==> src/bbcf_pkg.sv <==
`default_nettype none

package bbcf_pkg;

    // Block dimensions
    localparam int SECTIONS         = 4;
    localparam int FILTER_SETS      = 4;
    localparam int SAMPLE_BITS      = 10;
    localparam int DEFINED_SETS     = 4;
    localparam int DEFINED_SECTIONS = 4;

    // Fixed-point formats
    localparam int FRAC_IN   = 16;
    localparam int COEF_FRAC = 22;
    localparam int COEF_W    = 25;
    localparam int DELAY_W   = 40;
    localparam int ACC_W     = 43;
    localparam int OUT_W     = 32;
    localparam int PROD_W    = COEF_W + DELAY_W;
    localparam int LO_W      = DELAY_W / 2;
    localparam int HI_W      = DELAY_W - LO_W;
    localparam int MODE_W    = 2;
    localparam int TAPS      = 5;

    localparam int SET_W  = (FILTER_SETS > 1) ? $clog2(FILTER_SETS) : 1;
    localparam int SEC_W  = (SECTIONS > 1) ? $clog2(SECTIONS) : 1;
    localparam int ROWS   = FILTER_SETS * SECTIONS;
    localparam int ROW_W  = (ROWS > 1) ? $clog2(ROWS) : 1;
    localparam int DSET_W = (DEFINED_SETS > 1) ? $clog2(DEFINED_SETS) : 1;
    localparam int DSEC_W = (DEFINED_SECTIONS > 1) ? $clog2(DEFINED_SECTIONS) : 1;

    // Configuration port
    localparam int APB_DATA_W = 32;
    localparam int APB_ADDR_W = 3;

    typedef logic [APB_ADDR_W-3:0] t_reg_idx;
    localparam t_reg_idx REG_FILTER_MODE = '0;

    typedef logic signed [COEF_W-1:0]  t_coef;
    typedef logic signed [DELAY_W-1:0] t_delay;
    typedef logic signed [ACC_W-1:0]   t_acc;
    typedef logic signed [OUT_W-1:0]   t_out;
    typedef logic [SET_W-1:0]          t_set;
    typedef logic [SEC_W-1:0]          t_sec;
    typedef logic [ROW_W-1:0]          t_row_addr;

    typedef enum logic [2:0] {
        TAP_B0,
        TAP_B1,
        TAP_B2,
        TAP_A1,
        TAP_A2
    } t_tap;

    // One memory row: both delay words of one section of one set
    typedef struct packed {
        t_delay z1;
        t_delay z2;
    } t_row;

    typedef struct packed {
        t_coef  coef;
        t_delay operand;
    } t_mac_req;

    typedef struct packed {
        logic      rd_en;
        t_row_addr rd_addr;
        logic      wr_en;
        t_row_addr wr_addr;
    } t_ram_req;

    localparam logic signed [PROD_W-1:0] ROUND_HALF = PROD_W'(1) << (COEF_FRAC - 1);

    localparam t_acc DELAY_MAX = {{(ACC_W - DELAY_W + 1){1'b0}}, {(DELAY_W - 1){1'b1}}};
    localparam t_acc DELAY_MIN = ~DELAY_MAX;
    localparam t_acc OUT_MAX   = {{(ACC_W - OUT_W + 1){1'b0}}, {(OUT_W - 1){1'b1}}};
    localparam t_acc OUT_MIN   = ~OUT_MAX;

    // Converts a coefficient given in units of 1e-8 to Q2.22, rounding half away
    function automatic t_coef qc(longint n);
        longint m;
        if (n >= 0) begin
            m = (n * 4194304 + 50000000) / 100000000;
        end else begin
            m = -(((-n) * 4194304 + 50000000) / 100000000);
        end
        return t_coef'(m);
    endfunction

    // Per set, per section: b0, b1, b2, a1, a2
    localparam t_coef COEF_TABLE [DEFINED_SETS][DEFINED_SECTIONS][TAPS] = '{
        '{ // ECG
            '{qc(28064917), qc(56129834), qc(28064917), qc(70682283), qc(15621030)},
            '{qc(100000000), qc(200000000), qc(100000000), qc(95028224), qc(54073140)},
            '{qc(100000000), qc(-200000000), qc(100000000), qc(-195360385), qc(95423412)},
            '{qc(100000000), qc(-200000000), qc(100000000), qc(-198048558), qc(98111344)}
        },
        '{ // EEG
            '{qc(735282), qc(1470564), qc(735282), qc(-95391350), qc(25311356)},
            '{qc(100000000), qc(200000000), qc(100000000), qc(-120596630), qc(60558332)},
            '{qc(100000000), qc(-200000000), qc(100000000), qc(-197690645), qc(97706395)},
            '{qc(100000000), qc(-200000000), qc(100000000), qc(-199071687), qc(99086813)}
        },
        '{ // EMG
            '{qc(1856301), qc(3712602), qc(1856301), qc(5159732), qc(36347401)},
            '{qc(100000000), qc(-200000000), qc(100000000), qc(-53945795), qc(39764934)},
            '{qc(100000000), qc(200000000), qc(100000000), qc(47319594), qc(70744137)},
            '{qc(100000000), qc(-200000000), qc(100000000), qc(-100211112), qc(74520226)}
        },
        '{ // EOG
            '{qc(9797471), qc(19594942), qc(9797471), qc(2977423), qc(4296318)},
            '{qc(100000000), qc(200000000), qc(100000000), qc(8383952), qc(46067709)},
            '{qc(100000000), qc(-200000000), qc(100000000), qc(-192167271), qc(92347975)},
            '{qc(100000000), qc(-200000000), qc(100000000), qc(-196758891), qc(96933514)}
        }
    };

    function automatic t_coef coef_lookup(t_set set_i, t_sec sec_i, t_tap tap);
        logic [DSET_W-1:0] si;
        logic [DSEC_W-1:0] ki;
        t_coef             c;
        si = DSET_W'(set_i);
        ki = DSEC_W'(sec_i);
        case (tap)
            TAP_B0:  c = COEF_TABLE[si][ki][0];
            TAP_B1:  c = COEF_TABLE[si][ki][1];
            TAP_B2:  c = COEF_TABLE[si][ki][2];
            TAP_A1:  c = COEF_TABLE[si][ki][3];
            TAP_A2:  c = COEF_TABLE[si][ki][4];
            default: c = '0;
        endcase
        return c;
    endfunction

    // Sections without coefficients pass their input through untouched
    function automatic logic is_bypass(t_set set_i, t_sec sec_i);
        return (32'(set_i) >= DEFINED_SETS) || (32'(sec_i) >= DEFINED_SECTIONS);
    endfunction

    function automatic t_row_addr row_addr(t_set set_i, t_sec sec_i);
        return ROW_W'(32'(set_i) * SECTIONS + 32'(sec_i));
    endfunction

    function automatic t_delay sat_delay(t_acc v);
        t_acc s;
        if (v > DELAY_MAX) begin
            s = DELAY_MAX;
        end else if (v < DELAY_MIN) begin
            s = DELAY_MIN;
        end else begin
            s = v;
        end
        return $signed(s[DELAY_W-1:0]);
    endfunction

    function automatic t_out sat_out(t_acc v);
        t_acc s;
        if (v > OUT_MAX) begin
            s = OUT_MAX;
        end else if (v < OUT_MIN) begin
            s = OUT_MIN;
        end else begin
            s = v;
        end
        return $signed(s[OUT_W-1:0]);
    endfunction

endpackage

`default_nettype wire

==> src/bbcf_mac.sv <==
`default_nettype none

module bbcf_mac (
    input  wire logic               i_clk,
    input  wire bbcf_pkg::t_mac_req i_req,
    output bbcf_pkg::t_acc          o_prod
);

    logic signed [bbcf_pkg::HI_W-1:0]                 op_hi;
    logic signed [bbcf_pkg::LO_W:0]                   op_lo;
    logic signed [bbcf_pkg::COEF_W+bbcf_pkg::HI_W-1:0] r_pp_hi;
    logic signed [bbcf_pkg::COEF_W+bbcf_pkg::LO_W:0]   r_pp_lo;
    logic signed [bbcf_pkg::PROD_W-1:0]               prod_full;
    bbcf_pkg::t_acc                                   r_prod;

    // The 40-bit operand is split into a signed upper half and an unsigned
    // lower half, so each partial product stays within a 25 by 21 multiplier.
    assign op_hi = $signed(i_req.operand[bbcf_pkg::DELAY_W-1:bbcf_pkg::LO_W]);
    assign op_lo = $signed({1'b0, i_req.operand[bbcf_pkg::LO_W-1:0]});

    always_ff @(posedge i_clk) begin
        r_pp_hi <= $signed(i_req.coef) * op_hi;
        r_pp_lo <= $signed(i_req.coef) * op_lo;
    end

    assign prod_full = (bbcf_pkg::PROD_W'(r_pp_hi) <<< bbcf_pkg::LO_W)
                     + bbcf_pkg::PROD_W'(r_pp_lo) + bbcf_pkg::ROUND_HALF;

    // Round to 16 fraction bits: add half an LSB, then floor.
    always_ff @(posedge i_clk) begin
        r_prod <= bbcf_pkg::t_acc'(prod_full >>> bbcf_pkg::COEF_FRAC);
    end

    assign o_prod = r_prod;

endmodule

`default_nettype wire

==> config.mk <==
export PLATFORM = sky130hd
export DESIGN_NAME = bbcf_mac
export DESIGN_NICKNAME = d
export VERILOG_FILES = /design/src/bbcf_pkg.sv /design/src/bbcf_mac.sv
export SDC_FILE = /design/constraint.sdc
export NUM_CORES = 2
export LEC_CHECK = 0
export BUFFER_PORTS_ARGS = -buffer_cell sky130_fd_sc_hd__clkbuf_2
export CAP_MARGIN = 20
export CORE_MARGIN = 2
export CORE_UTILIZATION = 40
export DETAILED_ROUTE_END_ITERATION = 8
export HOLD_SLACK_MARGIN = 0.05
export PLACE_DENSITY = 0.52
export SYNTH_ARGS = -nofsm -noshare
export SYNTH_HDL_FRONTEND = slang
export SYNTH_SLANG_ARGS = --single-unit
==> constraint.sdc <==
create_clock -name i_clk -period 11.5 [get_ports i_clk]
set_input_delay 1.15 -clock i_clk [delete_from_list [all_inputs] [get_ports i_clk]]
set_output_delay 1.15 -clock i_clk [all_outputs]
set_load 0.01 [all_outputs]
==> metrics.yaml <==
sta:
  finalSetupTns_ns: 0
  min_period_over_period_pct: 75.7
  worstMarginPinSlew_ns: 1.17
  period_needed_ns: 8.70
  drv_slew: 0
  hold_viol: 0
  skew_ns: 0.0129
  slew_headroom_pct: 21.9
  max_freq_ghz: 0.115
  rsz0062_at_grt: "false"
  setup_viol: 0
grt:
  gr-usage-all-layers_pct: 22.7
  grt_max_degree: 41
  grt_pass1_wl_mm: 181
  grt-ovfl-total: 0
  grt_pass1_vias: 32344
  antenna_found_initial: 7
yosys:
  yosysTopAreaCell: "fa_1"
  synth_ff_type: "dfxtp_1"
  synthTopCellsByArea: "fa_1, inv_1, ha_1"
  synthDistinctLibCells: 66
  synth_edf_count: 0
  yosys.cell_count.top_type: "inv_1"
  synth_warnings: 0
  seq_area_frac_synth_pct: 5.59
  avgSynthCellArea_um2: 9.31
  async_flop_share_pct: 0
  syn-cell-area_um2: 40800
  ys_ff_latch: 114
  synth_top_area_share_pct: 50.0
  synthesis.nets: 5793
  synth_common_cells: "inv_1, fa_1, and2_1"
  synthCells: 4388
placement:
  post_dp_cell_area_um2: 42600
  port_buffers: 108
  hpwl_mm: 88.0
  gp_congestion: 0.837
clock_tree:
  cts_hold_buf: 0
  clockBufferDepth: 2
  clk_transition_reported_paths_ns: 0.06
  cts_tree: "built"
  cts-root-buf: "clkbuf_16"
  cts_setup_buffers: 0
  clock_sinks: 114
  cts_max_level: 4
  clk_latency_ns: 0.49
  cts-buffers-inserted: 17
  cts_resized: 0
final_layout:
  fin_area_um2: 43200
  syn_to_final_growth_pct: 5.76
  layout.nets: 5759
  n_fill_cell: 10154
  drive_gt1_share_pct: 4.19
worst_setup_path:
  reg2reg_slack_ns: 7.38
  worstPathArrival_ns: 9.10
  cp-start-kind: "input pin"
  r2r_start: "r_pp_hi[7]$_DFF_P_"
  worst-path-max-fanout: 31
  required_ns: 11.90
  worstSetupPathType: "input pin to flip-flop"
  rr_endpoint: "o_prod[42]$_DFF_P_"
  critPathCaptureType: "flip-flop"
  reg2reg_depth: 12
outcome:
  status: "finished clean"
floorplanning:
  rows: 117
  start_util_pct: 40.3
  die_w_um: 324
  io_pins: 109
  die-area_um2: 105000
  core_um2: 101000
  die_y_um: 324
drt:
  drt-total-wl_mm: 110
  drc: 0
  drtIter0Drc: 1454
  viasPerCell: 4.93
  via_count: 28297
  drtAntennaViolNets: 0
  wl_per_cell_um: 19.2
  firstDrtPassIters: 5
flow_run:
  maxCapViolCount: 0
min_path:
  hold_start: "r_pp_hi[44]$_DFF_P_"
  hold_depth: 2
  min_path_type: "flip-flop to flip-flop"
  hold_end: "o_prod[42]$_DFF_P_"
==> cell usage in the layout, fill, tap and decap left out, drive strengths merged, types with 5 or more instances in the layout <==
cell type and count:
inv 1120, fa 1019, and2 530, nand2 496, ha 320, clkbuf 126
dfxtp 114, a21oi 93, xnor2 88, nor2 67, a21o 62, o21ai 39
xor2 33, buf 29, nor3 17, o21a 16, nand2b 16, o21bai 15
a211oi 12, nand4 11, nand3 11, a31oi 10, o211ai 9, and4 8
and3 8, nor2b 7, o2111ai 6, a31o 6, or2 5, a21boi 5
a211o 5
==> worst max-delay path: stages <==
cell       delay (ns)
clkbuf_2         0.75
buf_4            0.33
nand2_1          0.09
fa_1             0.57
inv_1            0.05
fa_1             0.49
inv_1            0.05
fa_1             0.47
inv_1            0.05
fa_1             0.49
fa_1             0.51
fa_1             0.49
inv_1            0.05
fa_1             0.53
inv_1            0.06
ha_1             0.34
a21oi_1          0.08
o21ai_0          0.32
a221oi_1         0.18
o211ai_1         0.47
o311ai_1         0.27
o31a_1           0.41
o211a_1          0.28
or4b_1           0.48
o2111ai_1        0.10
==> final cells by class <==
class / instances / area [µm²] / share of cell area, %
diodes: 1 / 2.50 / 0.00579
clock buffers: 18 / 429 / 0.994
clock inverters: 14 / 153 / 0.353
inverters: 1116 / 4190 / 9.70
multi-input cells: 2968 / 33700 / 77.9
flip-flops and latches: 114 / 2280 / 5.28
well taps: 1368 / 1710 / 3.96
repair buffers: 137 / 771 / 1.78
==> sequential cells by signal, summed over array words and instances (netlist names) <==
| name | cells |
|---|---|
| r_pp_lo | 26 |
| o_prod | 43 |
| r_pp_hi | 45 |
==> worst max path at each step <==
| stage | slack, ns | from | to |
|---|---|---|---|
| global route | 2.48 | i_req[53] | r_pp_hi[42]$_DFF_P_ |
| finish | 2.80 | i_req[53] | r_pp_hi[42]$_DFF_P_ |
| global placement | 2.40 | i_req[53] | r_pp_hi[42]$_DFF_P_ |
| floorplan | 3.64 | i_req[31] | r_pp_hi[42]$_DFF_P_ |
| detailed placement | 2.32 | i_req[53] | r_pp_hi[42]$_DFF_P_ |
| CTS | 2.84 | i_req[53] | r_pp_hi[42]$_DFF_P_ |
==> per-stage QoR <==
stage	hold slack [ns]	worst slack [ns]	utilization [%]	cells
after floorplan	0.518	3.64	-	4388
after global placement	0.608	2.40	42.0	5702
after detailed placement	0.603	2.32	42.0	5702
after CTS	0.611	2.84	42.6	5734
after global routing	0.617	2.48	42.6	5735
final	0.584	2.80	42.6	5736
==> cell families after synthesis <==
| family | Yosys count | share of synthesized area, % |
|---|---|---|
| flops | 114 | 5.59 |
| fa+ha+maj | 1339 | 59.8 |
| xor+xnor | 121 | 2.59 |
| compound gates | 317 | 5.23 |
| simple gates | 1190 | 14.8 |
| mux | 1 | 0.0245 |
| buf+inv | 1306 | 12.0 |
==> metal layers <==
metal | global-route usage (%) | share of wire (%) | up-vias | wire length [µm]
met4 | 5.70 | 2.4 | 4 | 2580
met5 | 0 | 0.020 | - | 22
met2 | 40.7 | 51 | 519 | 55900
met3 | 2.84 | 4.2 | 123 | 4560
met1 | 29.1 | 43 | 14939 | 46800
li1 | - | - | 12712 | -
Power is not shown: default switching activity piles up to over one toggle a cycle in this logic, so the estimate is an artifact.
