--- config.mk ---
export PLATFORM = sky130hd
export DESIGN_NAME = bbcf_delay_ram
export DESIGN_NICKNAME = d
export VERILOG_FILES = /design/src/bbcf_pkg.sv /design/src/bbcf_delay_ram.sv
export SDC_FILE = /design/constraint.sdc
export NUM_CORES = 1
export LEC_CHECK = 0
export ABC_AREA = 0
export BUFFER_PORTS_ARGS = -buffer_cell sky130_fd_sc_hd__buf_4
export CAP_MARGIN = 40
export CORE_UTILIZATION = 35
export CTS_CLUSTER_DIAMETER = 50
export DETAILED_ROUTE_END_ITERATION = 10
export HOLD_SLACK_MARGIN = 0.05
export SLEW_MARGIN = 15
export SYNTH_ARGS = -nofsm -noshare
export SYNTH_HDL_FRONTEND = slang
export SYNTH_SLANG_ARGS = --single-unit
--- constraint.sdc ---
create_clock -name i_clk -period 11.4 [get_ports i_clk]
set_clock_uncertainty 0.2 [all_clocks]
set_input_delay 2.28 -clock i_clk [delete_from_list [all_inputs] [get_ports i_clk]]
set_output_delay 2.28 -clock i_clk [all_outputs]
set_load 0.05 [all_outputs]
--- src/bbcf_pkg.sv ---
`default_nettype none

package bbcf_pkg;

    // Block dimensions
    localparam int SECTIONS         = 4;
    localparam int FILTER_SETS      = 4;
    localparam int SAMPLE_BITS      = 10;
    localparam int DEFINED_SETS     = 4;
    localparam int DEFINED_SECTIONS = 4;

    // Fixed-point formats
    localparam int FRAC_IN   = 16;
    localparam int COEF_FRAC = 22;
    localparam int COEF_W    = 25;
    localparam int DELAY_W   = 40;
    localparam int ACC_W     = 43;
    localparam int OUT_W     = 32;
    localparam int PROD_W    = COEF_W + DELAY_W;
    localparam int LO_W      = DELAY_W / 2;
    localparam int HI_W      = DELAY_W - LO_W;
    localparam int MODE_W    = 2;
    localparam int TAPS      = 5;

    localparam int SET_W  = (FILTER_SETS > 1) ? $clog2(FILTER_SETS) : 1;
    localparam int SEC_W  = (SECTIONS > 1) ? $clog2(SECTIONS) : 1;
    localparam int ROWS   = FILTER_SETS * SECTIONS;
    localparam int ROW_W  = (ROWS > 1) ? $clog2(ROWS) : 1;
    localparam int DSET_W = (DEFINED_SETS > 1) ? $clog2(DEFINED_SETS) : 1;
    localparam int DSEC_W = (DEFINED_SECTIONS > 1) ? $clog2(DEFINED_SECTIONS) : 1;

    // Configuration port
    localparam int APB_DATA_W = 32;
    localparam int APB_ADDR_W = 3;

    typedef logic [APB_ADDR_W-3:0] t_reg_idx;
    localparam t_reg_idx REG_FILTER_MODE = '0;

    typedef logic signed [COEF_W-1:0]  t_coef;
    typedef logic signed [DELAY_W-1:0] t_delay;
    typedef logic signed [ACC_W-1:0]   t_acc;
    typedef logic signed [OUT_W-1:0]   t_out;
    typedef logic [SET_W-1:0]          t_set;
    typedef logic [SEC_W-1:0]          t_sec;
    typedef logic [ROW_W-1:0]          t_row_addr;

    typedef enum logic [2:0] {
        TAP_B0,
        TAP_B1,
        TAP_B2,
        TAP_A1,
        TAP_A2
    } t_tap;

    // One memory row: both delay words of one section of one set
    typedef struct packed {
        t_delay z1;
        t_delay z2;
    } t_row;

    typedef struct packed {
        t_coef  coef;
        t_delay operand;
    } t_mac_req;

    typedef struct packed {
        logic      rd_en;
        t_row_addr rd_addr;
        logic      wr_en;
        t_row_addr wr_addr;
    } t_ram_req;

    localparam logic signed [PROD_W-1:0] ROUND_HALF = PROD_W'(1) << (COEF_FRAC - 1);

    localparam t_acc DELAY_MAX = {{(ACC_W - DELAY_W + 1){1'b0}}, {(DELAY_W - 1){1'b1}}};
    localparam t_acc DELAY_MIN = ~DELAY_MAX;
    localparam t_acc OUT_MAX   = {{(ACC_W - OUT_W + 1){1'b0}}, {(OUT_W - 1){1'b1}}};
    localparam t_acc OUT_MIN   = ~OUT_MAX;

    // Converts a coefficient given in units of 1e-8 to Q2.22, rounding half away
    function automatic t_coef qc(longint n);
        longint m;
        if (n >= 0) begin
            m = (n * 4194304 + 50000000) / 100000000;
        end else begin
            m = -(((-n) * 4194304 + 50000000) / 100000000);
        end
        return t_coef'(m);
    endfunction

    // Per set, per section: b0, b1, b2, a1, a2
    localparam t_coef COEF_TABLE [DEFINED_SETS][DEFINED_SECTIONS][TAPS] = '{
        '{ // ECG
            '{qc(28064917), qc(56129834), qc(28064917), qc(70682283), qc(15621030)},
            '{qc(100000000), qc(200000000), qc(100000000), qc(95028224), qc(54073140)},
            '{qc(100000000), qc(-200000000), qc(100000000), qc(-195360385), qc(95423412)},
            '{qc(100000000), qc(-200000000), qc(100000000), qc(-198048558), qc(98111344)}
        },
        '{ // EEG
            '{qc(735282), qc(1470564), qc(735282), qc(-95391350), qc(25311356)},
            '{qc(100000000), qc(200000000), qc(100000000), qc(-120596630), qc(60558332)},
            '{qc(100000000), qc(-200000000), qc(100000000), qc(-197690645), qc(97706395)},
            '{qc(100000000), qc(-200000000), qc(100000000), qc(-199071687), qc(99086813)}
        },
        '{ // EMG
            '{qc(1856301), qc(3712602), qc(1856301), qc(5159732), qc(36347401)},
            '{qc(100000000), qc(-200000000), qc(100000000), qc(-53945795), qc(39764934)},
            '{qc(100000000), qc(200000000), qc(100000000), qc(47319594), qc(70744137)},
            '{qc(100000000), qc(-200000000), qc(100000000), qc(-100211112), qc(74520226)}
        },
        '{ // EOG
            '{qc(9797471), qc(19594942), qc(9797471), qc(2977423), qc(4296318)},
            '{qc(100000000), qc(200000000), qc(100000000), qc(8383952), qc(46067709)},
            '{qc(100000000), qc(-200000000), qc(100000000), qc(-192167271), qc(92347975)},
            '{qc(100000000), qc(-200000000), qc(100000000), qc(-196758891), qc(96933514)}
        }
    };

    function automatic t_coef coef_lookup(t_set set_i, t_sec sec_i, t_tap tap);
        logic [DSET_W-1:0] si;
        logic [DSEC_W-1:0] ki;
        t_coef             c;
        si = DSET_W'(set_i);
        ki = DSEC_W'(sec_i);
        case (tap)
            TAP_B0:  c = COEF_TABLE[si][ki][0];
            TAP_B1:  c = COEF_TABLE[si][ki][1];
            TAP_B2:  c = COEF_TABLE[si][ki][2];
            TAP_A1:  c = COEF_TABLE[si][ki][3];
            TAP_A2:  c = COEF_TABLE[si][ki][4];
            default: c = '0;
        endcase
        return c;
    endfunction

    // Sections without coefficients pass their input through untouched
    function automatic logic is_bypass(t_set set_i, t_sec sec_i);
        return (32'(set_i) >= DEFINED_SETS) || (32'(sec_i) >= DEFINED_SECTIONS);
    endfunction

    function automatic t_row_addr row_addr(t_set set_i, t_sec sec_i);
        return ROW_W'(32'(set_i) * SECTIONS + 32'(sec_i));
    endfunction

    function automatic t_delay sat_delay(t_acc v);
        t_acc s;
        if (v > DELAY_MAX) begin
            s = DELAY_MAX;
        end else if (v < DELAY_MIN) begin
            s = DELAY_MIN;
        end else begin
            s = v;
        end
        return $signed(s[DELAY_W-1:0]);
    endfunction

    function automatic t_out sat_out(t_acc v);
        t_acc s;
        if (v > OUT_MAX) begin
            s = OUT_MAX;
        end else if (v < OUT_MIN) begin
            s = OUT_MIN;
        end else begin
            s = v;
        end
        return $signed(s[OUT_W-1:0]);
    endfunction

endpackage

`default_nettype wire

--- src/bbcf_delay_ram.sv ---
`default_nettype none

module bbcf_delay_ram (
    input  wire logic               i_clk,
    input  wire logic               i_rst_n,
    input  wire bbcf_pkg::t_ram_req i_req,
    input  wire bbcf_pkg::t_row     i_wr_data,
    output bbcf_pkg::t_row          o_rd_data
);

    bbcf_pkg::t_row             mem [bbcf_pkg::ROWS];
    bbcf_pkg::t_row             r_rd_data;
    logic                       r_rd_valid;
    logic [bbcf_pkg::ROWS-1:0]  r_valid;

    always_ff @(posedge i_clk) begin
        if (i_req.wr_en) begin
            mem[i_req.wr_addr] <= i_wr_data;
        end
        if (i_req.rd_en) begin
            r_rd_data <= mem[i_req.rd_addr];
        end
    end

    // A row never written since reset reads as zero delay words.
    always_ff @(posedge i_clk) begin
        if (!i_rst_n) begin
            r_valid    <= '0;
            r_rd_valid <= 1'b0;
        end else begin
            if (i_req.wr_en) begin
                r_valid[i_req.wr_addr] <= 1'b1;
            end
            if (i_req.rd_en) begin
                r_rd_valid <= r_valid[i_req.rd_addr];
            end
        end
    end

    assign o_rd_data = r_rd_valid ? r_rd_data : '0;

endmodule

`default_nettype wire

==> metrics.yaml, run 1 <==
critical_path:
  crit_fanout: 40
  crit_path_frequent_cell: "buf_4"
  critical_path_class: "flip-flop to primary output"
  slowest_delay_ps: 550
  cp.buffers_inverters: 3
  cp.arrival_ps: 2630
  end_kind: "primary output"
  path_delay_family: "buffers and inverters"
  worst-endpoint-required_ps: 8920
  critPathSlowestCell: "dfxtp_4"
  crit_chain: "buf_4, buf_16, and2_1, buf_4"
  start_kind: "flip-flop"
place:
  place_area_um2: 55920
  port_buffers: 171
  dp_hpwl_mm: 62.85
  gp_congestion: 0.6906
yosys:
  synth_top_area_share_pct: 79.12
  synth_area_per_cell_um2: 25.63
  synth_seq_cells: 1377
  yosysTopAreaCell: "edfxtp_1"
  yosys-top-cells-area: "edfxtp_1 (79%), mux4_2 (18%), and2_1 (0.97%)"
  yosys_warnings: 0
  syn_inst: 2014
  syn_nets: 2106
  synth_cell_type_count: 23
  synth_enable_flop_cells: 1360
  synth_flop_cell: "edfxtp_1"
  synthArstFlopShare_pct: 0
  ys_seq_area_share_pct: 79.78
  synth_area_um2: 51620
clocking:
  insertion_delay_ps: 780
  clock-sinks: 1377
  cts_resized: 0
  htreeDepth: 4
  cts_made_buffers: 143
  cts_buffer_depth: 3
  cts_hold_buf: 0
  cts_root_buf: "clkbuf_16"
  clkTransAtPathRegs_ps: 60
  cts_setup_buffers: 0
  tritoncts: "yes"
route:
  vias_per_cell: 5.249
  post-route-drc-count: 0
  wl_mm: 121.0
  drt_iter0_drc: 2461
  drt_first_pass_iters: 5
  vias: 22710
  antenna_left: 0
  wl_per_cell_um: 27.97
power_and_ir_drop:
  clock_power_share_pct: 42.1
  power_density_nw_per_um2: 178.9
  ir_drop_uv: 172.8
  p_total_uw: 10840
  p_sw_share_pct: 21.08
  pwr-share-comb_pct: 5.0
  p_leak_uw: 0.01902
  pwr-share-seq_pct: 52.9
  p_int_uw: 8551
  p_sw_uw: 2285
timing:
  rsz0062_at_grt: "no"
  worst_slew_pin_slew_ps: 1160
  clock.fmax_mhz: 195.8
  setup-violations-final: 0
  slew_viol_final: 0
  setup_tns_ps: 0
  fin_crit_sh_pct: 44.79
  whs_ps: 264.0
  relSlewSlack_pct: 22.67
  period_needed_ps: 5106
  hold_viol: 0
floorplan:
  initial_core_util_pct: 35.33
  die_height_um: 386.0
  die-area_um2: 149000
  core_um2: 146100
  io_pins: 172
  die_w_um: 386.0
  num_rows: 140
global_routing:
  grt_use_total_pct: 16.46
  grt_max_degree: 145
  grt_pass1_wl_mm: 173.6
  grt_pass1_vias: 24330
  grt_overflow: 0
  grt_antenna_before_repair: 12
status:
  status: "completed"
layout:
  fin_nets: 2384
  drive_gt1_share_pct: 35.48
  fin_area_um2: 60550
  final_cell_mix: "edfxtp_1 (1360), mux4_2 (402), buf_4 (196), clkbuf_16 (144), and2_1 (80)"
  fillerInstances: 12490
  mostFrequentLayoutCell: "edfxtp_1"
  area_growth_pct: 17.31
flow_run:
  cap_violations: 0
min_path:
  worstHoldPathType: "flip-flop to flip-flop"
flip-flops by register name (all words and copies together), names as in the netlist:
signal,cells
r_rd_valid,1
r_rd_data,80
mem,1280
r_valid,16
synth_stat cells, types with 3 or more instances:
cell type,count
mux2i_1,4
clkbuf_1,52
mux4_2,402
nand3b_1,3
o21a_1,16
nor2_1,14
buf_4,20
buf_6,10
nor3_1,4
and2_1,80
buf_2,14
dfxtp_1,17
buf_1,5
edfxtp_1,1360
metrics by stage:
step	setup WS, ps	cells	util, %
after global routing	6057	4324	41.44
after detailed placement	5801	4064	38.28
final	6294	4327	41.45
after floorplan	2314	2014	-
after CTS	6095	4324	41.44
after global placement	5694	4038	37.83
routing by layer:
layer,GRT usage [%],vias up,wire length [µm]
met5,0,-,98
met4,4.516,14,2162
met3,3.297,169,8013
met2,26.82,782,60010
met1,22.49,12450,50720
li1,-,9297,-
layout make-up:
class	instances	area [µm²]	share of cell area, %
multi-input cells	535	9998	16.51
well taps	1917	2399	3.961
repair buffers	234	2341	3.866
flip-flops and latches	1377	41180	68.01
inverters	1	3.754	0.006199
diodes	3	7.507	0.01240
clock buffers	181	3762	6.213
clock inverters	79	859.6	1.420
final timing paths:
check / cells past startpoint / start / to / slack (ps)
worst min-delay path: 1 / r_valid[10] / r_valid[10] / 260
worst max-delay path: 4 / r_rd_valid / o_rd_data[7] / 6290
worst max register to register: 2 / mem[11][20] / r_rd_data[20] / 9540
worst min register to register: 1 / r_valid[10] / r_valid[10] / 260
cells by family after synthesis:
logic type / after synthesis / synth area share (%)
AO/OA/AOI/OAI: 20 / 0.2982
buffers and inverters: 102 / 1.067
flip-flops: 1377 / 79.78
multiplexers: 406 / 17.62
AND/OR/NAND/NOR: 109 / 1.241
power groups by stage:
stage | Clock (µW) | Sequential (µW) | Combinational [µW]
global route | 4850 | 5740 | 579
global placement | 0 | 5830 | 522
detailed placement | 0 | 5840 | 552
finish | 4560 | 5730 | 541
floorplan | 0 | 5830 | 331
CTS | 4660 | 5730 | 554
Note: power is estimated with default switching activity, not from simulation.
==> inputs of run 2 (changes only) <==
==> constraint.sdc (replaced) <==
create_clock -name i_clk -period 4.38 [get_ports i_clk]
set_clock_uncertainty 0.2 [all_clocks]
set_input_delay 0.876 -clock i_clk [delete_from_list [all_inputs] [get_ports i_clk]]
set_output_delay 0.876 -clock i_clk [all_outputs]
set_load 0.05 [all_outputs]
==> run 2 against run 1 <==
Net effect: combinational power rose to 2.6 times the previous value; critical path depth fell by 1; hold slack got worse by 77 ps; die area unchanged; first-iteration DRC count decreased by 10%; global-route usage fell by 0.16 points; via count fell by 0.71%; critical path type unchanged.
==> metrics.yaml, run 2 (synthesized netlist as in run 1, its figures left out) <==
route:
  drt_iter0_drc: 2211  # -10%
  wl_per_cell_um: 27.61  # -1.3%
  wl_mm: 119.8  # -1.0%
  vias: 22550  # -0.71%
  vias_per_cell: 5.198  # -0.97%
  drt_first_pass_iters: 5  # unchanged
  antenna_left: 0  # unchanged
  post-route-drc-count: 0  # unchanged
layout:
  fillerInstances: 12440  # -0.38%
  largest_reg_flops: 1280  # unchanged
  area_growth_pct: 17.98
  drive_gt1_share_pct: 36.37  # +0.89 points
  top_regs: "mem x1280, r_rd_data x80, r_valid x16"
  final_core_util_pct: 41.69  # +0.24 points
  multi_input_area_um2: 10020  # +0.25%
  mostFrequentLayoutCell: "edfxtp_1"
  seqCellArea_um2: 41180  # unchanged
  fin_area_um2: 60900  # +0.57%
  final_cell_mix: "edfxtp_1 (1360), mux4_2 (402), buf_4 (198), clkbuf_16 (148), and2_1 (80)"
  largest-register: "mem"
  fin_nets: 2397  # +0.55%
power_and_ir_drop:
  ir_drop_uv: 311.7  # +80%
  p_leak_uw: 0.01918  # +0.88%
  p_total_uw: 28770  # +170%
  power_density_nw_per_um2: 472.4  # +160%
clocking:
  htreeDepth: 4  # unchanged
  clkTransAtPathRegs_ps: 60  # about the same
  cts_root_buf: "clkbuf_16"
  insertion_delay_ps: 780  # about the same
  cts_made_buffers: 145  # +1.4%
  cts_hold_buf: 0  # unchanged
  cts_setup_buffers: 0  # unchanged
  cts_resized: 0  # unchanged
  clock-sinks: 1377  # unchanged
  cts_buffer_depth: 3  # unchanged
  tritoncts: "yes"
critical_path:
  slowest_delay_ps: 700  # +150 ps
  crit_start: "r_rd_valid"
  start_kind: "flip-flop"
  path_delay_family: "flip-flops"
  end_kind: "primary output"
  critPathSlowestCell: "dfxtp_4"
  crit_path_frequent_cell: "buf_4"
  cp.arrival_ps: 2450  # -180 ps
  critical_path_class: "flip-flop to primary output"
  cp.buffers_inverters: 2  # -1
  crit_fanout: 30  # -25%
  worst-endpoint-required_ps: 3300  # -5620 ps
  r2r_start: "mem[11][50]"
  crit_chain: "buf_4, and2_1, buf_4"
place:
  place_area_um2: 56010  # +0.15%
  dp_hpwl_mm: 62.56  # -0.46%
  place_ws_ps: 1092  # -4709 ps
  gp_congestion: 0.7073  # +2.4%
  port_buffers: 171  # unchanged
floorplan:
  die_w_um: 386.0  # unchanged
  core_um2: 146100  # unchanged
  die-area_um2: 149000  # unchanged
  num_rows: 140  # unchanged
  die_height_um: 386.0  # unchanged
  initial_core_util_pct: 35.33  # unchanged
  io_pins: 172  # unchanged
timing:
  clock.fmax_mhz: 283.7
  worst_slew_pin_slew_ps: 822.9  # -337.1 ps
  hold_viol: 0  # unchanged
  setup-violations-final: 0  # unchanged
  fin_crit_sh_pct: 80.47
  relSlewSlack_pct: 45.14  # +22 points
  rsz0062_at_grt: "no"
  slew_viol_final: 0  # unchanged
  setup_slack_ps: 855.3  # -5438 ps
  period_needed_ps: 3525
  setup_tns_ps: 0  # unchanged
global_routing:
  grt_use_total_pct: 16.30  # -0.16 points
  grt_max_degree: 66  # -54%
  grt_overflow: 0  # unchanged
  grt_pass1_wl_mm: 172.5  # -0.60%
  grt_antenna_before_repair: 26  # +14
  grt_pass1_vias: 24250  # -0.33%
flow_run:
  cap_violations: 0  # unchanged
min_path:
  hold_start: "i_wr_data[23]"
  worstHoldPathType: "input port to flip-flop"
status:
  status: "completed"
==> run 2: where the power goes <==
group / switching [µW] / total [µW] / internal [µW]
clock: 5170 / 12400 / 7270
combinational: 783 / 1400 / 621
sequential: 99.2 / 14900 / 14800
total: 6050 / 28800 / 22700
==> run 2: layer usage <==
layer	up-vias	global-route usage, %	share of wire (%)
met4	40	4.223	1.8
met5	-	0	0.20
met2	592	27.12	51
met3	203	3.944	6.1
li1	9328	-	-
met1	12390	21.39	41
==> run 2: path summary, 6_finish.rpt <==
check,to,slack (ps),cells after the start
hold / removal,mem[13][23],190,1
hold reg to reg,r_valid[4],270,1
setup / recovery,o_rd_data[26],860,3
setup reg to reg,r_rd_data[50],2480,2
==> run 2: layout make-up <==
type	instances	share of cell area [%]
Tap cell	1917	3.939
Sequential cell	1377	67.62
Clock buffer	175	6.281
Antenna cell	4	0.01644
Inverter	1	0.006164
Timing Repair Buffer	245	3.943
Multi-Input combinational cell	535	16.46
Clock inverter	84	1.732
==> run 2: per-stage QoR <==
stage,hold WS [ps],std cells
after CTS,119.4,4334
after global routing,161.3,4335
after detailed placement,256.9,4075
final,186.6,4338
after global placement,241.1,4074
after floorplan,235.4,2014
