==> src/bbcf_pkg.sv <==
`default_nettype none

package bbcf_pkg;

    // Block dimensions
    localparam int SECTIONS         = 4;
    localparam int FILTER_SETS      = 4;
    localparam int SAMPLE_BITS      = 10;
    localparam int DEFINED_SETS     = 4;
    localparam int DEFINED_SECTIONS = 4;

    // Fixed-point formats
    localparam int FRAC_IN   = 16;
    localparam int COEF_FRAC = 22;
    localparam int COEF_W    = 25;
    localparam int DELAY_W   = 40;
    localparam int ACC_W     = 43;
    localparam int OUT_W     = 32;
    localparam int PROD_W    = COEF_W + DELAY_W;
    localparam int LO_W      = DELAY_W / 2;
    localparam int HI_W      = DELAY_W - LO_W;
    localparam int MODE_W    = 2;
    localparam int TAPS      = 5;

    localparam int SET_W  = (FILTER_SETS > 1) ? $clog2(FILTER_SETS) : 1;
    localparam int SEC_W  = (SECTIONS > 1) ? $clog2(SECTIONS) : 1;
    localparam int ROWS   = FILTER_SETS * SECTIONS;
    localparam int ROW_W  = (ROWS > 1) ? $clog2(ROWS) : 1;
    localparam int DSET_W = (DEFINED_SETS > 1) ? $clog2(DEFINED_SETS) : 1;
    localparam int DSEC_W = (DEFINED_SECTIONS > 1) ? $clog2(DEFINED_SECTIONS) : 1;

    // Configuration port
    localparam int APB_DATA_W = 32;
    localparam int APB_ADDR_W = 3;

    typedef logic [APB_ADDR_W-3:0] t_reg_idx;
    localparam t_reg_idx REG_FILTER_MODE = '0;

    typedef logic signed [COEF_W-1:0]  t_coef;
    typedef logic signed [DELAY_W-1:0] t_delay;
    typedef logic signed [ACC_W-1:0]   t_acc;
    typedef logic signed [OUT_W-1:0]   t_out;
    typedef logic [SET_W-1:0]          t_set;
    typedef logic [SEC_W-1:0]          t_sec;
    typedef logic [ROW_W-1:0]          t_row_addr;

    typedef enum logic [2:0] {
        TAP_B0,
        TAP_B1,
        TAP_B2,
        TAP_A1,
        TAP_A2
    } t_tap;

    // One memory row: both delay words of one section of one set
    typedef struct packed {
        t_delay z1;
        t_delay z2;
    } t_row;

    typedef struct packed {
        t_coef  coef;
        t_delay operand;
    } t_mac_req;

    typedef struct packed {
        logic      rd_en;
        t_row_addr rd_addr;
        logic      wr_en;
        t_row_addr wr_addr;
    } t_ram_req;

    localparam logic signed [PROD_W-1:0] ROUND_HALF = PROD_W'(1) << (COEF_FRAC - 1);

    localparam t_acc DELAY_MAX = {{(ACC_W - DELAY_W + 1){1'b0}}, {(DELAY_W - 1){1'b1}}};
    localparam t_acc DELAY_MIN = ~DELAY_MAX;
    localparam t_acc OUT_MAX   = {{(ACC_W - OUT_W + 1){1'b0}}, {(OUT_W - 1){1'b1}}};
    localparam t_acc OUT_MIN   = ~OUT_MAX;

    // Converts a coefficient given in units of 1e-8 to Q2.22, rounding half away
    function automatic t_coef qc(longint n);
        longint m;
        if (n >= 0) begin
            m = (n * 4194304 + 50000000) / 100000000;
        end else begin
            m = -(((-n) * 4194304 + 50000000) / 100000000);
        end
        return t_coef'(m);
    endfunction

    // Per set, per section: b0, b1, b2, a1, a2
    localparam t_coef COEF_TABLE [DEFINED_SETS][DEFINED_SECTIONS][TAPS] = '{
        '{ // ECG
            '{qc(28064917), qc(56129834), qc(28064917), qc(70682283), qc(15621030)},
            '{qc(100000000), qc(200000000), qc(100000000), qc(95028224), qc(54073140)},
            '{qc(100000000), qc(-200000000), qc(100000000), qc(-195360385), qc(95423412)},
            '{qc(100000000), qc(-200000000), qc(100000000), qc(-198048558), qc(98111344)}
        },
        '{ // EEG
            '{qc(735282), qc(1470564), qc(735282), qc(-95391350), qc(25311356)},
            '{qc(100000000), qc(200000000), qc(100000000), qc(-120596630), qc(60558332)},
            '{qc(100000000), qc(-200000000), qc(100000000), qc(-197690645), qc(97706395)},
            '{qc(100000000), qc(-200000000), qc(100000000), qc(-199071687), qc(99086813)}
        },
        '{ // EMG
            '{qc(1856301), qc(3712602), qc(1856301), qc(5159732), qc(36347401)},
            '{qc(100000000), qc(-200000000), qc(100000000), qc(-53945795), qc(39764934)},
            '{qc(100000000), qc(200000000), qc(100000000), qc(47319594), qc(70744137)},
            '{qc(100000000), qc(-200000000), qc(100000000), qc(-100211112), qc(74520226)}
        },
        '{ // EOG
            '{qc(9797471), qc(19594942), qc(9797471), qc(2977423), qc(4296318)},
            '{qc(100000000), qc(200000000), qc(100000000), qc(8383952), qc(46067709)},
            '{qc(100000000), qc(-200000000), qc(100000000), qc(-192167271), qc(92347975)},
            '{qc(100000000), qc(-200000000), qc(100000000), qc(-196758891), qc(96933514)}
        }
    };

    function automatic t_coef coef_lookup(t_set set_i, t_sec sec_i, t_tap tap);
        logic [DSET_W-1:0] si;
        logic [DSEC_W-1:0] ki;
        t_coef             c;
        si = DSET_W'(set_i);
        ki = DSEC_W'(sec_i);
        case (tap)
            TAP_B0:  c = COEF_TABLE[si][ki][0];
            TAP_B1:  c = COEF_TABLE[si][ki][1];
            TAP_B2:  c = COEF_TABLE[si][ki][2];
            TAP_A1:  c = COEF_TABLE[si][ki][3];
            TAP_A2:  c = COEF_TABLE[si][ki][4];
            default: c = '0;
        endcase
        return c;
    endfunction

    // Sections without coefficients pass their input through untouched
    function automatic logic is_bypass(t_set set_i, t_sec sec_i);
        return (32'(set_i) >= DEFINED_SETS) || (32'(sec_i) >= DEFINED_SECTIONS);
    endfunction

    function automatic t_row_addr row_addr(t_set set_i, t_sec sec_i);
        return ROW_W'(32'(set_i) * SECTIONS + 32'(sec_i));
    endfunction

    function automatic t_delay sat_delay(t_acc v);
        t_acc s;
        if (v > DELAY_MAX) begin
            s = DELAY_MAX;
        end else if (v < DELAY_MIN) begin
            s = DELAY_MIN;
        end else begin
            s = v;
        end
        return $signed(s[DELAY_W-1:0]);
    endfunction

    function automatic t_out sat_out(t_acc v);
        t_acc s;
        if (v > OUT_MAX) begin
            s = OUT_MAX;
        end else if (v < OUT_MIN) begin
            s = OUT_MIN;
        end else begin
            s = v;
        end
        return $signed(s[OUT_W-1:0]);
    endfunction

endpackage

`default_nettype wire

==> src/bbcf_apb.sv <==
`default_nettype none

module bbcf_apb (
    input  wire logic                              i_clk,
    input  wire logic                              i_rst_n,
    input  wire logic                              psel,
    input  wire logic                              penable,
    input  wire logic                              pwrite,
    input  wire logic [bbcf_pkg::APB_ADDR_W-1:0]   paddr,
    input  wire logic [bbcf_pkg::APB_DATA_W-1:0]   pwdata,
    output logic      [bbcf_pkg::APB_DATA_W-1:0]   prdata,
    output logic                                   pready,
    output logic      [bbcf_pkg::MODE_W-1:0]       o_filter_mode
);

    logic [bbcf_pkg::MODE_W-1:0] r_filter_mode;
    logic [bbcf_pkg::MODE_W-1:0] n_filter_mode;
    bbcf_pkg::t_reg_idx          reg_idx;
    logic                        wr_strobe;

    assign reg_idx   = paddr[bbcf_pkg::APB_ADDR_W-1:2];
    assign pready    = 1'b1;
    assign wr_strobe = psel && penable && pwrite && pready;

    always_comb begin
        n_filter_mode = r_filter_mode;
        if (wr_strobe && (reg_idx == bbcf_pkg::REG_FILTER_MODE)) begin
            n_filter_mode = pwdata[bbcf_pkg::MODE_W-1:0];
        end
    end

    always_ff @(posedge i_clk) begin
        if (!i_rst_n) begin
            r_filter_mode <= '0;
        end else begin
            r_filter_mode <= n_filter_mode;
        end
    end

    assign prdata = (reg_idx == bbcf_pkg::REG_FILTER_MODE)
                  ? bbcf_pkg::APB_DATA_W'(r_filter_mode) : '0;
    assign o_filter_mode = r_filter_mode;

endmodule

`default_nettype wire

==> config.mk <==
export PLATFORM = sky130hd
export DESIGN_NAME = bbcf_apb
export DESIGN_NICKNAME = d
export VERILOG_FILES = /design/src/bbcf_pkg.sv /design/src/bbcf_apb.sv
export SDC_FILE = /design/constraint.sdc
export NUM_CORES = 1
export LEC_CHECK = 0
export BUFFER_PORTS_ARGS = -buffer_cell sky130_fd_sc_hd__buf_2
export CORE_MARGIN = 4
export CORE_UTILIZATION = 24
export DETAILED_ROUTE_END_ITERATION = 10
export GPL_TIMING_DRIVEN = 0
export HOLD_SLACK_MARGIN = 0.15
export PLACE_DENSITY = 0.82
export SETUP_SLACK_MARGIN = 0.1
export SLEW_MARGIN = 20
export SYNTH_ARGS = -nofsm -noshare
export SYNTH_HDL_FRONTEND = slang
export SYNTH_SLANG_ARGS = --single-unit
==> constraint.sdc <==
create_clock -name i_clk -period 1.5 [get_ports i_clk]
set_input_delay 0.15 -clock i_clk [delete_from_list [all_inputs] [get_ports i_clk]]
set_output_delay 0.15 -clock i_clk [all_outputs]
set_load 0.1 [all_outputs]
==> impl_results.md, run 1 <==
* Largest net degree at the start of global routing at 5
* Pleak at approximately 0.38 nW
* Share of the yosys chip area belonging to registers at 0.116
* DIE HEIGHT at roughly 46 µm
* Clock root buffer: clkbuf_4
* Time the worst path needs with I/O delays and setup at about 1.2 ns
* ANT cells at 0
* Min Hold Slack at approximately 0.18 ns
* Share of the synthesized area in the top cell type at 0.671
* Post-Syn Instances at 44
* TritonCTS clock tree: done
* CP Class: reg2out
* Nets at 129
* Post-Layout Cell Count at slightly above 100
* Worst-path clk slew at ~0.03 ns
* WL final at roughly 700 µm
* RSZ-0062 raised after global routing: false
* Number of port buffers at 11
* Cell Area, Synth at approximately 350 µm²
* Max reg flops at 2
* Die area at 0.00212 mm²
* Largest area contributor in the netlist: buf_4
* Setup TNS at 0 ns
* Clk_lat worst skew at around 0.21 ns
* # rows at 13
* Routed Antenna Nets at 0
* CP Launch Point: o_filter_mode[1]
* Final Instance Area at around 550 µm²
* Yosys reg bits at 2
* Final core occ at 0.416
* Distinct cells, synth at 7
* CP Launch Type: flop
* First-pass GRT wire length at 862 µm
* Final setup fails at 0
* Vias at around 280
* Status: completed
* Total global-route track usage at 0.0627
* Worst hold path stage count at 3
* Worst R2R Setup Slack at between 0.9 and 1 ns
* Filler instances at 141
* Smallest setup slack after layout at 0.261 ns
* Kind of end point of the critical path: output pin
* Avg Synthesized Cell Area at ~8 µm²
* WL/cell at between 6 and 7 µm
* CP max FO at 3
* Final Hold Fails at 0
* Max IR drop VDD at between 0.0002 and 0.00025 V
* Max-Cap Viols at 0
* Core area at approximately 0.0013 mm²
* Initial antenna violation count at 0
* Share of cells above drive strength 1 at 0.575
* Worst Hold Launch: pwdata[1]
* Initial core utilization at 0.260
* Worst Hold Class: in2reg
* CTS Buf Count at 3
* Dpl cells at 99
* Worst-case clock skew at 0 ns
* FMAX at just over 800 MHz
* Reg2reg start: o_filter_mode[0]
* Clk buf depth at 2
* Final Max Slew Viols at 0
* Post-CTS Setup Inserts at 0
* Initial DRC Count at 0
* Die W at roughly 46 µm
* RePlAce Congestion at 0.531
* Vias in the first global route at about 220
* TritonRoute pass-1 iters at 1
* Worst EP required at 1.35 ns
* CTS sink count at 2
* Drt drc at 0
* Area contributors post-synth: buf_4 (67%), dfxtp_1 (12%), mux2i_1 (5.8%)
* DP Worst Slack at approximately 0.48 ns
* Vias per inst at around 2.7
* Fin crit share at 0.826
* Reg2Reg Depth at 2
* Hold Crit Endpoint: o_filter_mode[1]
* PD cells at ~1100 mW/mm²
* Grt total ovfl at 0
* Hold-fix buffers, CTS at 0
* Synth Warn # at 0
* Area grow syn2layout at 59.9%
* Num ports at 75
* Htree depth at 1
* Pwr Total at around 0.60 mW
* Arrival @ worst endpoint at 1.09 ns
* Post_cts resized at 0
* Reg-to-reg endpoint: o_filter_mode[0]
* Post-DP Area at 532 µm²
## logic make-up after synthesis
logic type    share of synthesized area
buf+inv                           0.671
flops                             0.116
mux                              0.0578
other cells                      0.0217
simple gates                      0.134
## power by group
group	total (mW)	leakage [nW]	switching, mW	internal, mW
clock	0.114	0.0138	0.0262	0.0879
sequential	0.0559	0.0172	0.000883	0.0551
combinational	0.434	0.345	0.367	0.0667
total	0.604	0.376	0.394	0.210
## cell usage in the layout, fill, tap and decap left out, drive strengths merged
cell / netlist / layout
conb: 2 / 31
and2b: 2 / 2
mux2i: 2 / 2
clkbuf: 0 / 3
buf: 31 / 42
nand2: 4 / 4
and4b: 1 / 1
dfxtp: 2 / 2
## critical path: stages (launching register included)
cell     delay (ns)
dfxtp_2        0.32
and2b_2        0.13
buf_2          0.41
## Yosys cell counts (all sizes together)
cell and number:
dfxtp 2, mux2i 2, and2b 2, buf 31
and4b 1, conb 2, nand2 4
## final cells by class
class,instances,area [µm²],area share
sequential,2,42.5,0.0767
buffer,31,233,0.420
multi-input combinational,40,183,0.330
clock buffer,3,22.5,0.0406
tap,15,18.8,0.0339
timing repair buffer,11,55.1,0.0993
## how the worst max path moves through the flow
stage,cells after the start,slack [ns],endpoint
2_1_floorplan,1,0.15,prdata[0]
6_report,2,0.26,prdata[1]
3_5_place_dp,2,0.48,prdata[0]
4_1_cts,2,0.25,prdata[0]
5_1_grt,2,0.23,prdata[0]
3_3_place_gp,3,0.49,prdata[0]
## layer usage
| metal | wire length [µm] | vias to the layer above | track usage |
|---|---|---|---|
| met5 | 0 | - | 0 |
| met4 | 0 | 0 | 0.0511 |
| met3 | 131 | 0 | 0.0435 |
| met2 | 372 | 23 | 0.110 |
| met1 | 191 | 94 | 0.0440 |
| li1 | - | 159 | - |
Note: power is estimated with default switching activity, not from simulation.
==> inputs of run 2 (changes only) <==
--- a/config.mk
+++ b/config.mk
@@ -5,13 +5,14 @@
 export SDC_FILE = /design/constraint.sdc
 export NUM_CORES = 1
 export LEC_CHECK = 0
+export ABC_AREA = 1
 export BUFFER_PORTS_ARGS = -buffer_cell sky130_fd_sc_hd__buf_2
 export CORE_MARGIN = 4
 export CORE_UTILIZATION = 24
 export DETAILED_ROUTE_END_ITERATION = 10
 export GPL_TIMING_DRIVEN = 0
 export HOLD_SLACK_MARGIN = 0.15
-export PLACE_DENSITY = 0.82
+export PLACE_DENSITY = 0.79
 export SETUP_SLACK_MARGIN = 0.1
 export SLEW_MARGIN = 20
 export SYNTH_ARGS = -nofsm -noshare
==> constraint.sdc (replaced) <==
create_clock -name i_clk -period 1.25 [get_ports i_clk]
set_input_delay 0.125 -clock i_clk [delete_from_list [all_inputs] [get_ports i_clk]]
set_output_delay 0.125 -clock i_clk [all_outputs]
set_load 0.1 [all_outputs]
==> run 2 against run 1 <==
Clock power rose by 26%. Synthesized cell count rose by 27%. Area after synthesis rose by 5.8%. Global-route usage rose by 0.76 points. Sequential power rose by 18%. Setup slack got worse by 0.12 ns. Total power rose by 25%. Sequential share of layout area rose by 0.13 points. Critical endpoint is now o_filter_mode[0]. Largest cell class unchanged.
==> impl_results.md, run 2 <==
* Largest area contributor in the netlist: buf_4
* Clk buf depth at 2 (unchanged)
* ANT cells at 0 (unchanged)
* Worst path top cell family by delay: buffers and inverters
* Total global-route track usage at 0.0703 (+0.00763)
* Max-Cap Viols at 0 (unchanged)
* Die area at 0.00222 mm² (+4.8%)
* CP max-delay cell: buf_2
* Drt drc at 0 (unchanged)
* Pwr Total at 0.757 mW (+25%)
* Post-Syn Instances at 56 (+27%)
* Num ports at 75 (unchanged)
* Worst EP required at 1.12 ns (-0.23 ns)
* DIE HEIGHT at 47.1 µm (+2.4%)
* Status: completed
* Distinct cells, synth at 9 (+2)
* Filler instances at 148 (+5.0%)
* TritonRoute pass-1 iters at 4 (+3)
* Reg2reg start: o_filter_mode[0]
* Nets at 142 (+10%)
* CP Launch Point: o_filter_mode[0]
* TritonCTS clock tree: done
* Cell Area, Synth at 367 µm² (+5.8%)
* Final setup fails at 0 (unchanged)
* Arrival @ worst endpoint at 0.99 ns (-0.10 ns)
* Max reg flops at 2 (unchanged)
* First-pass GRT wire length at 1000 µm (+16%)
* Area grow syn2layout at 66.2%
* Yosys reg bits at 2 (unchanged)
* Initial DRC Count at 2 (+2)
* PD cells at 1240 mW/mm² (+14%)
* CP Launch Type: flop
* CTS Buf Count at 3 (unchanged)
* WL final at 746 µm (+7.3%)
* FMAX at about 900 MHz
* Share of cells above drive strength 1 at 0.530 (-0.0447)
* Time the worst path needs with I/O delays and setup at around 1.1 ns
* Clk_lat worst skew at 0.22 ns (about the same)
* Async SR Flop Fraction at 0 (unchanged)
* Vias at 331 (+20%)
* Worst-path clk slew at 0.03 ns (about the same)
* Worst-case clock skew at 0 ns (unchanged)
* Initial core utilization at 0.268 (+0.00847)
* Initial antenna violation count at 0 (unchanged)
* Number of port buffers at 11 (unchanged)
* # rows at 13 (unchanged)
* Buf/Inv on CP at 1 (unchanged)
* Final Max Slew Viols at 0 (unchanged)
* Kind of end point of the critical path: output pin
* Setup TNS at 0 ns (unchanged)
* Share of the yosys chip area belonging to registers at 0.109 (-0.00631)
* Worst Hold Class: in2reg
* Grt total ovfl at 0 (unchanged)
* Most frequent cells in the layout: buf_4 (33), conb_1 (31), buf_2 (9)
* Synth Warn # at 0 (unchanged)
* Most common cell after layout, fill and taps aside: buf_4
* Routed Antenna Nets at 0 (unchanged)
* WL/cell at 6.49 µm (-4.8%)
* Most instantiated library cell after synthesis: buf_4
* Htree depth at 1 (unchanged)
* Commonest cells in the netlist: buf_4 (31), inv_1 (7), nor2_1 (7)
* Max IR drop VDD at 0.000365 V (+64%)
* Pleak at 0.409 nW (+8.9%)
* DP HPWL at slightly above 700 µm
* Area contributors post-synth: buf_4 (63%), dfxtp_1 (11%), inv_1 (7.2%)
* Synth Flop Type: dfxtp_1
* Avg Synthesized Cell Area at 6.55 µm² (-17%)
* Core area at 0.00137 mm² (+2.4%)
* Vias in the first global route at 275 (+23%)
* CTS sink count at 2 (unchanged)
* Largest net degree at the start of global routing at 5 (unchanged)
* Die W at 47.1 µm (+2.4%)
* RSZ-0062 raised after global routing: false
* Share of the synthesized area in the top cell type at 0.635 (-0.0367)
* Vias per inst at 2.88 (+6.4%)
* Worst Hold Launch: pwdata[1]
* Crit-path cells: buf_2
* Number of enable-type register cells in the synthesized netlist at 0 (unchanged)
* CP max FO at 3 (unchanged)
* CP Class: reg2out
* Crit path largest cell delay at 0.42 ns (about the same)
* Fin crit share at 0.889
* Clock root buffer: clkbuf_4
* Final Hold Fails at 0 (unchanged)
* RePlAce Congestion at 0.625 (+18%)
## run 2: logic make-up (layout without fill, tap and decap cells)
group | Yosys count | in the layout | share of synthesized area
AND/OR/NAND/NOR | 14 | 14 | 0.164
flip-flops | 2 | 2 | 0.109
buffers and inverters | 38 | 53 | 0.706
other | 2 | 31 | 0.0205
## run 2: timing repair
item	CTS	global route
hold buffers	1	0
hold endpoints to repair	2	0
endpoints found under the setup margin	2	0
resized for setup	2	0
setup buffers	0	0
## run 2: area by class of cell
class                      instances  area, µm²  share of cell area
buffer                            31        233               0.382
clock buffer                       3       22.5              0.0370
multi-input combinational         45        191               0.314
timing repair buffer              12       70.1               0.115
tap                               15       18.8              0.0308
inverter                           7       26.3              0.0431
sequential                         2       47.5              0.0780
## run 2: per-layer routing
metal	part of all wire	GRT usage
met1	0.31	0.0519
met2	0.51	0.119
met3	0.18	0.0460
met4	0	0.0663
met5	0	0
## run 2: worst paths after layout
kind                            to  slack (ns)  cells past startpoint
setup / recovery  o_filter_mode[0]        0.14                      1
hold reg to reg   o_filter_mode[1]        0.50                      2
hold / removal    o_filter_mode[1]        0.22                      5
setup reg to reg  o_filter_mode[0]        0.66                      2
## run 2: per-stage QoR
step,cells,utilization,setup slack [ns],hold slack (ns),cell area [µm²]
3_3_place_gp,111,0.418,0.262,0.353,572
5_1_grt,115,0.446,0.114,0.234,609
3_5_place_dp,111,0.418,0.248,0.360,572
4_1_cts,115,0.446,0.122,0.214,609
2_1_floorplan,85,-,0.0260,0.236,498
6_report,115,0.446,0.139,0.219,609
## run 2: report_power, final
part	internal, mW	switching (mW)	total [mW]
Combinational	0.0861	0.462	0.548
Sequential	0.0639	0.00185	0.0657
Clock	0.106	0.0376	0.144
==> inputs of run 3 (changes only) <==
--- a/config.mk
+++ b/config.mk
@@ -8,11 +8,11 @@
 export ABC_AREA = 1
 export BUFFER_PORTS_ARGS = -buffer_cell sky130_fd_sc_hd__buf_2
 export CORE_MARGIN = 4
-export CORE_UTILIZATION = 24
+export CORE_UTILIZATION = 25
 export DETAILED_ROUTE_END_ITERATION = 10
 export GPL_TIMING_DRIVEN = 0
 export HOLD_SLACK_MARGIN = 0.15
-export PLACE_DENSITY = 0.79
+export PLACE_DENSITY = 0.82
 export SETUP_SLACK_MARGIN = 0.1
 export SLEW_MARGIN = 20
 export SYNTH_ARGS = -nofsm -noshare
==> constraint.sdc (replaced) <==
create_clock -name i_clk -period 1.3 [get_ports i_clk]
set_input_delay 0.13 -clock i_clk [delete_from_list [all_inputs] [get_ports i_clk]]
set_output_delay 0.13 -clock i_clk [all_outputs]
set_load 0.1 [all_outputs]
==> run 3 against run 2 <==
Non-clock buffer count unchanged. Flip-flop and latch count stayed put. Core utilization rose by 1.1 points. Combinational power is 4.0% lower. Clock power shrank 3%. Final cell count unchanged. Sequential share of layout area stayed put. Global-route usage fell by 0.18 points. Highest routed layer unchanged.
==> impl_results.md, run 3 (synthesis gave the netlist of run 2 again) <==
* Core area at 0.00133 mm² (-2.4%)
* Setup TNS at 0 ns (unchanged)
* DP HPWL at 688 µm (-3.6%)
* Vias in the first global route at 281 (+2.2%)
* CP Launch Type: flop
* FMAX at 893 MHz
* Worst-case clock skew at 0 ns (unchanged)
* Drt drc at 0 (unchanged)
* Area grow syn2layout at 66.2% (unchanged)
* Vias at 326 (-1.5%)
* Status: completed
* Crit-path cells: buf_2
* RePlAce Congestion at 0.668 (+6.8%)
* WL final at 730 µm (-2.1%)
* Post-CTS Setup Inserts at 0 (unchanged)
* # rows at 13 (unchanged)
* Grt total ovfl at 0 (unchanged)
* Clk network pwr share at 0.190 (about the same)
* Routed Antenna Nets at 0 (unchanged)
* Sw Pwr at 0.482 mW (-3.8%)
* WL/cell at 6.35 µm (-2.1%)
* Final Hold Fails at 0 (unchanged)
* Comb pwr share at 0.723 (about the same)
* Max-Cap Viols at 0 (unchanged)
* Worst-path clk slew at 0.03 ns (about the same)
* Nets at 142 (unchanged)
* Initial core utilization at 0.275 (+0.00654)
* Htree depth at 1 (unchanged)
* Internal at 0.246 mW (-3.8%)
* Share of cells above drive strength 1 at 0.530 (unchanged)
* Max reg flops at 2 (unchanged)
* Most frequent cells in the layout: buf_4 (33), conb_1 (31), buf_2 (9)
* Sw frac at 0.662 (about the same)
* Worst Hold Class: in2reg
* First-pass GRT wire length at 966 µm (-3.4%)
* TritonRoute pass-1 iters at 4 (unchanged)
* Final core occ at 0.457 (+0.0109)
* Filler instances at 136 (-8.1%)
* ANT cells at 0 (unchanged)
* Buf/Inv on CP at 1 (unchanged)
* Num ports at 75 (unchanged)
* Number of port buffers at 11 (unchanged)
* Worst path top cell family by delay: buffers and inverters
* Clk_lat worst skew at 0.22 ns (about the same)
* Kind of end point of the critical path: output pin
* Total global-route track usage at 0.0686 (-0.00177)
* Most common cell after layout, fill and taps aside: buf_4
* Crit path largest cell delay at 0.42 ns (about the same)
* Arrival @ worst endpoint at 0.99 ns (about the same)
* CP Class: reg2out
* Fin crit share at 0.861
* Dpl cells at 111 (unchanged)
* Largest net degree at the start of global routing at 5 (unchanged)
* Final Max Slew Viols at 0 (unchanged)
* Max IR drop VDD at 0.000426 V (+17%)
* Time the worst path needs with I/O delays and setup at between 1 and 1.5 ns
* Initial antenna violation count at 0 (unchanged)
* Pleak at 0.409 nW (unchanged)
* Worst EP required at 1.17 ns (+0.05 ns)
* CTS Buf Count at 3 (unchanged)
* CP max FO at 3 (unchanged)
* Clock root buffer: clkbuf_4
* CTS sink count at 2 (unchanged)
* Clk buf depth at 2 (unchanged)
* Die W at 46.3 µm (-1.7%)
* Post-Layout Cell Count at 115 (unchanged)
* Final setup fails at 0 (unchanged)
* TritonCTS clock tree: done
* Die area at 0.00214 mm² (-3.3%)
* RSZ-0062 raised after global routing: false
* DIE HEIGHT at 46.3 µm (-1.7%)
* Sequential share of power at 0.087 (about the same)
* PD cells at 1190 mW/mm² (-3.8%)
* Vias per inst at 2.83 (-1.5%)
* CP max-delay cell: buf_2
* Initial DRC Count at 1 (-1)
run 3: cell counts in the layout (fill, tap and decap cells not counted):
Identical to the previous run, type by type.
run 3: layer usage:
metal | global-route usage | vias up | wire [µm]
li1 | - | 188 | -
met4 | 0.0682 | 0 | 0
met2 | 0.107 | 25 | 356
met1 | 0.0525 | 113 | 204
met3 | 0.0508 | 0 | 169
met5 | 0 | - | 0
run 3: cell type report:
class                   instances  area [µm²]  area share
inverters                       7        26.3      0.0431
flip-flops and latches          2        47.5      0.0780
plain buffers                  31         233       0.382
clock buffers                   3        22.5      0.0370
multi-input cells              45         191       0.314
repair buffers                 12        70.1       0.115
well taps                      15        18.8      0.0308
run 3: repair_timing:
action | 4_1_cts | 5_1_grt
resized for setup | 2 | 0
hold endpoints to repair | 2 | 0
hold buffers | 1 | 0
endpoints found under the setup margin | 2 | 0
run 3: through the flow:
step	cell area, µm²	hold slack (ns)	worst slack (ns)	power, mW
after floorplan	498	0.241	0.0710	0.563
after global routing	609	0.246	0.165	0.749
after CTS	609	0.222	0.165	0.732
final	609	0.222	0.180	0.728
after global placement	572	0.358	0.306	0.581
after detailed placement	572	0.364	0.301	0.583
run 3: worst paths after layout:
| check | depth (start not counted) | start | slack [ns] | end |
|---|---|---|---|---|
| hold / removal | 5 | pwdata[1] | 0.22 | o_filter_mode[1] |
| setup reg to reg | 2 | o_filter_mode[1] | 0.70 | o_filter_mode[1] |
| setup / recovery | 1 | o_filter_mode[1] | 0.18 | o_filter_mode[1] |
| hold reg to reg | 2 | o_filter_mode[1] | 0.50 | o_filter_mode[1] |
run 3: power groups by stage:
stage | clock network [mW] | logic (mW) | registers (mW)
global route | 0.143 | 0.543 | 0.0636
detailed placement | 0 | 0.519 | 0.0641
floorplan | 0 | 0.484 | 0.0796
finish | 0.139 | 0.526 | 0.0631
global placement | 0 | 0.517 | 0.0640
CTS | 0.147 | 0.522 | 0.0632
